$ cat src/line_draw_framebuffer_unit_assert.svh
// Assertion macros for the line draw frame buffer unit.
`ifndef LINE_DRAW_FRAMEBUFFER_UNIT_ASSERT_SVH
`define LINE_DRAW_FRAMEBUFFER_UNIT_ASSERT_SVH

`ifndef SYNTHESIS
`define LDFB_ASSERT(label, clk, rstn, prop) \
    label: assert property (@(posedge clk) disable iff (!rstn) prop) \
        else $error("assertion failed");
`define LDFB_ASSERT_NEXT(label, clk, rstn, ante, cons) \
    label: assert property (@(posedge clk) disable iff (!rstn) (ante) |=> (cons)) \
        else $error("assertion failed");
`else
`define LDFB_ASSERT(label, clk, rstn, prop)
`define LDFB_ASSERT_NEXT(label, clk, rstn, ante, cons)
`endif

`endif

$ cat src/ldfb_pkg.sv
package ldfb_pkg;

    localparam int DISPLAY_WIDTH_DEF  = 320;
    localparam int DISPLAY_HEIGHT_DEF = 240;

    localparam int X_W     = 9;
    localparam int Y_W     = 8;
    localparam int BADDR_W = 14;
    localparam int ERR_W   = 13;

    localparam logic [1:0] OP_DRAW  = 2'd0;
    localparam logic [1:0] OP_CLEAR = 2'd1;
    localparam logic [1:0] OP_READ  = 2'd2;
    localparam logic [1:0] OP_TAKE  = 2'd3;

    localparam logic [1:0] PM_CLEAR  = 2'd0;
    localparam logic [1:0] PM_SET    = 2'd1;
    localparam logic [1:0] PM_TOGGLE = 2'd2;
    localparam logic [1:0] PM_KEEP   = 2'd3;

    typedef struct packed {
        logic load;
        logic advance;
    } step_ctrl_t;

    typedef struct packed {
        logic [X_W-1:0] x;
        logic [Y_W-1:0] y;
        logic           last;
    } step_stat_t;

endpackage

$ cat src/ldfb_stepper.sv
module ldfb_stepper
    import ldfb_pkg::*;
    (
    input  logic           clk,
    input  step_ctrl_t     ctrl,
    input  logic [X_W-1:0] x_start,
    input  logic [Y_W-1:0] y_start,
    input  logic [X_W-1:0] x_end,
    input  logic [Y_W-1:0] y_end,
    output step_stat_t     stat
    );

    logic [X_W-1:0]          x_reg, x_end_reg;
    logic [Y_W-1:0]          y_reg, y_end_reg;
    logic signed [ERR_W-1:0] err_reg, inc_reg, both_reg;
    logic                    x_major_reg, x_neg_reg, y_neg_reg;

    logic [X_W-1:0]          adx, ady, amaj, amin;
    logic                    x_neg, y_neg, x_major;
    logic signed [ERR_W-1:0] min_e, maj_e;
    logic                    err_nonneg, move_x, move_y;

    always_comb begin
        x_neg   = x_end < x_start;
        y_neg   = y_end < y_start;
        adx     = x_neg ? (x_start - x_end) : (x_end - x_start);
        ady     = X_W'(y_neg ? (y_start - y_end) : (y_end - y_start));
        x_major = adx > ady;
        amaj    = x_major ? adx : ady;
        amin    = x_major ? ady : adx;
        min_e   = ERR_W'(amin);
        maj_e   = ERR_W'(amaj);
    end

    assign err_nonneg = !err_reg[ERR_W-1];
    assign move_x     = x_major_reg || err_nonneg;
    assign move_y     = !x_major_reg || err_nonneg;

    always_ff @(posedge clk) begin
        if (ctrl.load) begin
            x_reg       <= x_start;
            y_reg       <= y_start;
            x_end_reg   <= x_end;
            y_end_reg   <= y_end;
            x_neg_reg   <= x_neg;
            y_neg_reg   <= y_neg;
            x_major_reg <= x_major;
            err_reg     <= (min_e <<< 1) - maj_e;
            inc_reg     <= min_e <<< 1;
            both_reg    <= (min_e - maj_e) <<< 1;
        end else if (ctrl.advance) begin
            err_reg <= err_reg + (err_nonneg ? both_reg : inc_reg);
            if (move_x) begin
                x_reg <= x_neg_reg ? (x_reg - X_W'(1)) : (x_reg + X_W'(1));
            end
            if (move_y) begin
                y_reg <= y_neg_reg ? (y_reg - Y_W'(1)) : (y_reg + Y_W'(1));
            end
        end
    end

    assign stat.x    = x_reg;
    assign stat.y    = y_reg;
    assign stat.last = x_major_reg ? (x_reg == x_end_reg) : (y_reg == y_end_reg);

endmodule

$ cat config.mk
export PLATFORM = sky130hd
export DESIGN_NAME = ldfb_stepper
export DESIGN_NICKNAME = d
export VERILOG_FILES = /design/src/line_draw_framebuffer_unit_assert.svh /design/src/ldfb_pkg.sv /design/src/ldfb_stepper.sv
export SDC_FILE = /design/constraint.sdc
export NUM_CORES = 1
export LEC_CHECK = 0
export ABC_AREA = 0
export BUFFER_PORTS_ARGS = -buffer_cell sky130_fd_sc_hd__buf_2
export CAP_MARGIN = 20
export CORE_MARGIN = 5
export CORE_UTILIZATION = 38
export CTS_CLUSTER_SIZE = 24
export DETAILED_ROUTE_END_ITERATION = 8
export PLACE_DENSITY = 0.53
export SLEW_MARGIN = 5
export SYNTH_ARGS = -nofsm -noshare
export SYNTH_HDL_FRONTEND = slang
export SYNTH_SLANG_ARGS = --single-unit
$ cat constraint.sdc
create_clock -name clk -period 19.6 [get_ports clk]
set_input_delay 2.94 -clock clk [delete_from_list [all_inputs] [get_ports clk]]
set_output_delay 2.94 -clock clk [all_outputs]
set_load 0.1 [all_outputs]
======== After elaboration in Yosys (flattened, before gate mapping) ========
Index checks and enable logic that the tools add are counted.
storage, ports and cells
  register bits after elaboration ......... 71
  bits of input ports ..................... 37
  output and inout port bits .............. 18
  word-level logic and storage cells ...... 51
operators by class
  add/subtract/negate cells ............... 11
  order comparisons ....................... 3
  equal/unequal tests ..................... 2
  mux-type cells .......................... 16
  reduce and logical (&&, ||, !) cells .... 9
operators by type and width
  operator                                          number
  two-way mux 9 bit                                 8
  two-way mux 13 bit                                3
  two-way mux 8 bit                                 4
  subtractor 8 x 8 -> 9 bit                         2
  subtractor 9 bit                                  2
  adder 13 bit                                      1
  subtractor 10 x 9 -> 11 bit                       1
  subtractor 9 x 9 -> 10 bit                        1
  adder 9 x 1 -> 9 bit, second input constant       1
  equality test 9 bit                               1
  > comparator 9 bit                                1
  < comparator 9 bit                                1
  subtractor 9 x 1 -> 9 bit, second input constant  1
  adder 8 x 1 -> 8 bit, second input constant       1
  equality test 8 bit                               1
  < comparator 8 bit                                1
  subtractor 8 x 1 -> 8 bit, second input constant  1
  nonzero test 2 bit                                3
  AND reduction 2 bit                               2
  zero test 1 bit                                   2
  logical OR 1 bit                                  2
  two-way mux 1 bit                                 1

======== Longest topological paths before layout ========
  word-level depth ........................ 6
  depth in mapped cells ................... 35

======== Least setup slack after synthesis ========
No wires, ideal clock.
  path kind ............................... input to register
  start ................................... in y_start[1]
  end ..................................... reg err_reg[10], data pin
  library setup time ...................... 0.145 ns
  arrival ................................. 8.511 ns
  data required time ...................... 19.455 ns
  path slack .............................. 10.944 ns
  cell stages on the path ................. 31
  path buffers ............................ 3
  cell sequence ........................... inv_1 ha_1 nor2b_1 o2111ai_1 a32oi_4 mux2i_1 o21ai_0 a221oi_1 inv_1 ha_1 nand2_1 nor2_1 o211ai_1 and2_1 buf_2 inv_2 buf_2 buf_1 o21ai_0 ha_1 nor2b_1 o21ai_1 a21boi_0 o21ai_0 nand2b_1 and2_1 o21ai_0 nand2b_1 and2_1 or4b_1 o21ai_1
between the ends
  cells in the longest elaborated chain, start to end .. 6
ends and longest elaborated chain
  element                                                          RTL line                                source
  start: declaration                                               ldfb_stepper.sv:7                       input logic [Y_W-1:0] y_start,
  subtractor 8 x 8 -> 9 bit or < comparator 8 bit (tied branches)  ldfb_stepper.sv:27, ldfb_stepper.sv:25
  two-way mux 9 bit (*)                                            ldfb_stepper.sv:27                      ady = X_W'(y_neg ? (y_start - y_end) : (y_end - y_start));
  > comparator 9 bit (*)                                           ldfb_stepper.sv:28                      x_major = adx > ady;
  named net x_major                                                ldfb_stepper.sv:19                      logic x_neg, y_neg, x_major;
  two-way mux 9 bit (*)                                            ldfb_stepper.sv:30                      amin = x_major ? ady : adx;
  named net amin[1]                                                ldfb_stepper.sv:18                      logic [X_W-1:0] adx, ady, amaj, amin;
  subtractor 10 x 9 -> 11 bit (*)                                  ldfb_stepper.sv:48                      err_reg <= (min_e <<< 1) - maj_e;
  two-way mux 13 bit (*)                                           ldfb_stepper.sv:40                      if (ctrl.load) begin
  end signal: assignment                                           ldfb_stepper.sv:48
  end signal: assignment                                           ldfb_stepper.sv:52                      err_reg <= err_reg + (err_nonneg ? both_reg : inc_reg);
  end: declaration                                                 ldfb_stepper.sv:15                      logic signed [ERR_W-1:0] err_reg, inc_reg, both_reg;
Mark *: on every way through the listed nets, which the timed path passes. The rest lies on a longest branch.
A chain may end at the register's enable or synchronous reset.

======== Final worst setup path ========
  start ................................... in y_start[1]
  end ..................................... reg err_reg[10], data pin
between the ends
  cells in the longest elaborated chain, start to end .. 6
ends and longest elaborated chain
  element                                                          RTL line
  subtractor 8 x 8 -> 9 bit or < comparator 8 bit (tied branches)  ldfb_stepper.sv:27, ldfb_stepper.sv:25
  two-way mux 9 bit (*)                                            ldfb_stepper.sv:27
  > comparator 9 bit                                               ldfb_stepper.sv:28
  two-way mux 9 bit (*)                                            ldfb_stepper.sv:30
  named net amin[1]                                                ldfb_stepper.sv:18
  subtractor 10 x 9 -> 11 bit (*)                                  ldfb_stepper.sv:48
  two-way mux 13 bit (*)                                           ldfb_stepper.sv:40
Marks and branches as above.

==> flow_metrics.py <==
metrics = {
    "detailed_routing": {
        "drcViolationCount": 0,
        "wire_per_inst_um": 16.5,
        "drt_pass1_iterations": 5,
        "wl_um": 15400,
        "ant_nets": 0,
        "vias": 4827,
        "vias_per_cell": 5.18,
        "drt_iter0_drc": 420,
    },
    "logic_synthesis": {
        "synth-edff-count": 68,
        "syn_inst": 658,
        "synthSimpleGateAreaFrac": 0.116,
        "ys.warnings.count": 0,
        "synth_top_area_frac": 0.328,
        "synth_area_leader_cell": "edfxtp_1",
        "synth_top_family_by_area": "compound AO/OA/AOI/OAI gates",
        "synth_mux_area_frac": 0.0541,
        "synth_xor_xnor_area_share": 0.0882,
        "synth_nets": 778,
        "synth.most_common_cell": "ha_1",
        "syn_area_um2": 6230,
        "synth_area_leaders": "edfxtp_1 (33%), ha_1 (15%), inv_1 (4.4%), xnor2_1 (4.4%), xor2_1 (3.9%)",
        "synth_common_cells": "ha_1 (75), inv_1 (73), edfxtp_1 (68)",
        "synth_seq_cells": 68,
        "seq_area_frac_synth": 0.328,
        "yosys.area_share.adder": 0.176,
        "async_reset_ff_frac": 0,
        "ys_types": 64,
        "ys.flop_type": "edfxtp_1",
        "avgSynthCellArea_um2": 9.46,
        "synth-compound-area-share": 0.183,
    },
    "clock_network": {
        "clock_sinks": 68,
        "ctsResizeCount": 0,
        "clk_pin_slew_worst_paths_ns": 0.06,
        "cts_max_level": 3,
        "cts_tree": "built",
        "clock_latency_ns": 0.33,
        "clk_path_buf_depth": 2,
        "holdBufCountCts": 0,
        "cts_setup_buffers": 0,
        "cts_root_buffer": "clkbuf_16",
        "cts_buffers": 9,
    },
    "layout": {
        "stdcell_area_um2": 6990,
        "drive_above_1_share": 0.142,
        "fillers": 1630,
        "antenna_cells": 0,
        "finalNetCount": 831,
        "stdcell_count": 932,
        "largest_reg_flops": 12,
        "syn2layout_area_growth_pct": 12.3,
    },
    "global_routing": {
        "antenna_found_initial": 0,
        "grt-ovfl-total": 0,
        "grt_first_pass_wirelength_um": 24800,
        "first_global_vias": 4679,
        "grt_use_total": 0.159,
        "grt_max_degree": 57,
    },
    "timing": {
        "finalSetupTns_ns": 0,
        "slew_headroom": 0.555,
        "drv_slew": 0,
        "timing.hold.ws_ns": 0.713,
        "setup_violations": 0,
        "period_share": 0.475,
        "worst_pin_slew_ns": 0.668,
        "finClkSkew_ns": 0.00734,
        "timing.fmax_mhz": 107,
        "grt_setup_unrepaired": "no",
        "finalHoldViolCount": 0,
        "post-route-min-period_ns": 9.32,
    },
    "setup_path": {
        "cp_common_cell": "o21ai_0",
        "cp_max_fo": 22,
        "required_ns": 19.78,
        "arrival_ns": 9.50,
        "crit_type": "input port to flip-flop",
        "end_kind": "flip-flop",
        "start_kind": "input port",
        "cp_slowest_cell": "and2_1",
        "critPathMaxStageDelay_ns": 0.56,
    },
    "power_and_ir_drop": {
        "fin_total_pwr_mw": 1.17,
        "p_leak_nw": 3.14,
        "ir_worst_vdd_mv": 0.0695,
        "p_per_area_nw_per_um2": 167,
    },
    "floorplan": {
        "dieArea_um2": 19000,
        "rows": 46,
        "start_util": 0.389,
        "fp.dieH_um": 138,
        "design.core.area_um2": 16000,
        "ioPinCount": 55,
        "fp.dieW_um": 138,
    },
    "place": {
        "dp_hpwl_um": 12500,
        "portBuffers": 54,
        "placed_cell_area_um2": 6720,
        "dpl.cell_count": 916,
        "place.gp.congestion": 0.872,
    },
    "run_status": {
        "status": "finished, final reports clean",
    },
    "flow_run": {
        "drv_cap": 0,
    },
    "min_path": {
        "hp-class": "flip-flop to flip-flop",
    },
}
==> cell type report <==
class,instances,area [um2],share of cell area
Multi-Input combinational cell,501,3840,0.549
Inverter,76,288,0.0412
Tap cell,216,270,0.0386
Sequential cell,68,2040,0.292
Timing Repair Buffer,55,280,0.0401
Clock buffer,10,229,0.0327
Clock inverter,6,41.3,0.00590
==> per-stage QoR <==
| step | worst slack, ns | utilization |
|---|---|---|
| after floorplan | 10.94 | - |
| after global routing | 9.62 | 0.437 |
| after detailed placement | 10.01 | 0.420 |
| after global placement | 10.24 | 0.420 |
| after CTS | 10.34 | 0.437 |
| final | 10.28 | 0.437 |
==> layer usage <==
| layer | GRT usage | vias to the layer above | share of wire |
|---|---|---|---|
| met5 | 0 | - | 0 |
| met1 | 0.245 | 2273 | 0.52 |
| met2 | 0.233 | 106 | 0.43 |
| met4 | 0.0437 | 0 | 0.013 |
| li1 | - | 2438 | - |
| met3 | 0.0176 | 10 | 0.036 |
==> layout by cell type, fill, tap and decap left out, types with 3 or more instances in the layout <==
master      netlist  final
o211ai_1          4      4
clkinvlp_4        0      3
o21bai_1          6      6
nor4_1            4      4
nand2b_1         11     11
nand2_1          49     49
edfxtp_1         68     68
buf_2             4     53
nor2b_1          11     11
nor3_1            7      7
nor2_1           42     42
mux2i_1          17     17
nand3_1           4      4
a21oi_1          46     46
o21ai_0          46     46
o2111ai_1         5      5
fa_1              8      8
o31ai_1           5      5
xnor2_1          31     31
ha_1             75     75
clkbuf_16         0      9
mux2_2            9      9
o21ai_1           9      9
inv_1            73     73
a21o_1           20     20
or2_2             4      4
o21a_1           12     12
xor2_1           28     28
a21boi_0          4      4
and2_1            5      5
==> power breakdown <==
part           internal (mW)  total [mW]  switching, mW
sequential             0.238       0.273         0.0347
clock                 0.0853       0.146         0.0612
combinational          0.288       0.751          0.464
==> cells by family (layout without fill, tap and decap cells) <==
| family | after synthesis | count (layout) |
|---|---|---|
| adder cells (fa/ha/maj) | 83 | 83 |
| buffers and inverters | 89 | 147 |
| AO/OA/AOI/OAI | 177 | 177 |
| AND/OR/NAND/NOR | 150 | 150 |
| XOR/XNOR | 61 | 61 |
| multiplexers | 30 | 30 |
| flip-flops | 68 | 68 |
==> critical path: cells and delay by family <==
| kind | cells | cell delay, ns |
|---|---|---|
| buffers and inverters | 4 | 0.61 |
| AO/OA/AOI/OAI | 11 | 2.31 |
| adder cells (fa/ha/maj) | 3 | 0.97 |
| multiplexers | 1 | 0.30 |
| AND/OR/NAND/NOR | 11 | 2.32 |
==> final timing paths <==
kind	endpoint	startpoint	cells past startpoint	slack, ns
worst max-delay path	err_reg[10]$_DFFE_PP_	y_start[1]	30	10.28
worst min-delay path	err_reg[1]$_DFFE_PP_	err_reg[1]$_DFFE_PP_	3	0.71
worst max register to register	err_reg[12]$_DFFE_PP_	err_reg[12]$_DFFE_PP_	14	15.99
worst min register to register	err_reg[1]$_DFFE_PP_	err_reg[1]$_DFFE_PP_	3	0.71
No activity file was read; power rests on OpenSTA's default activity.
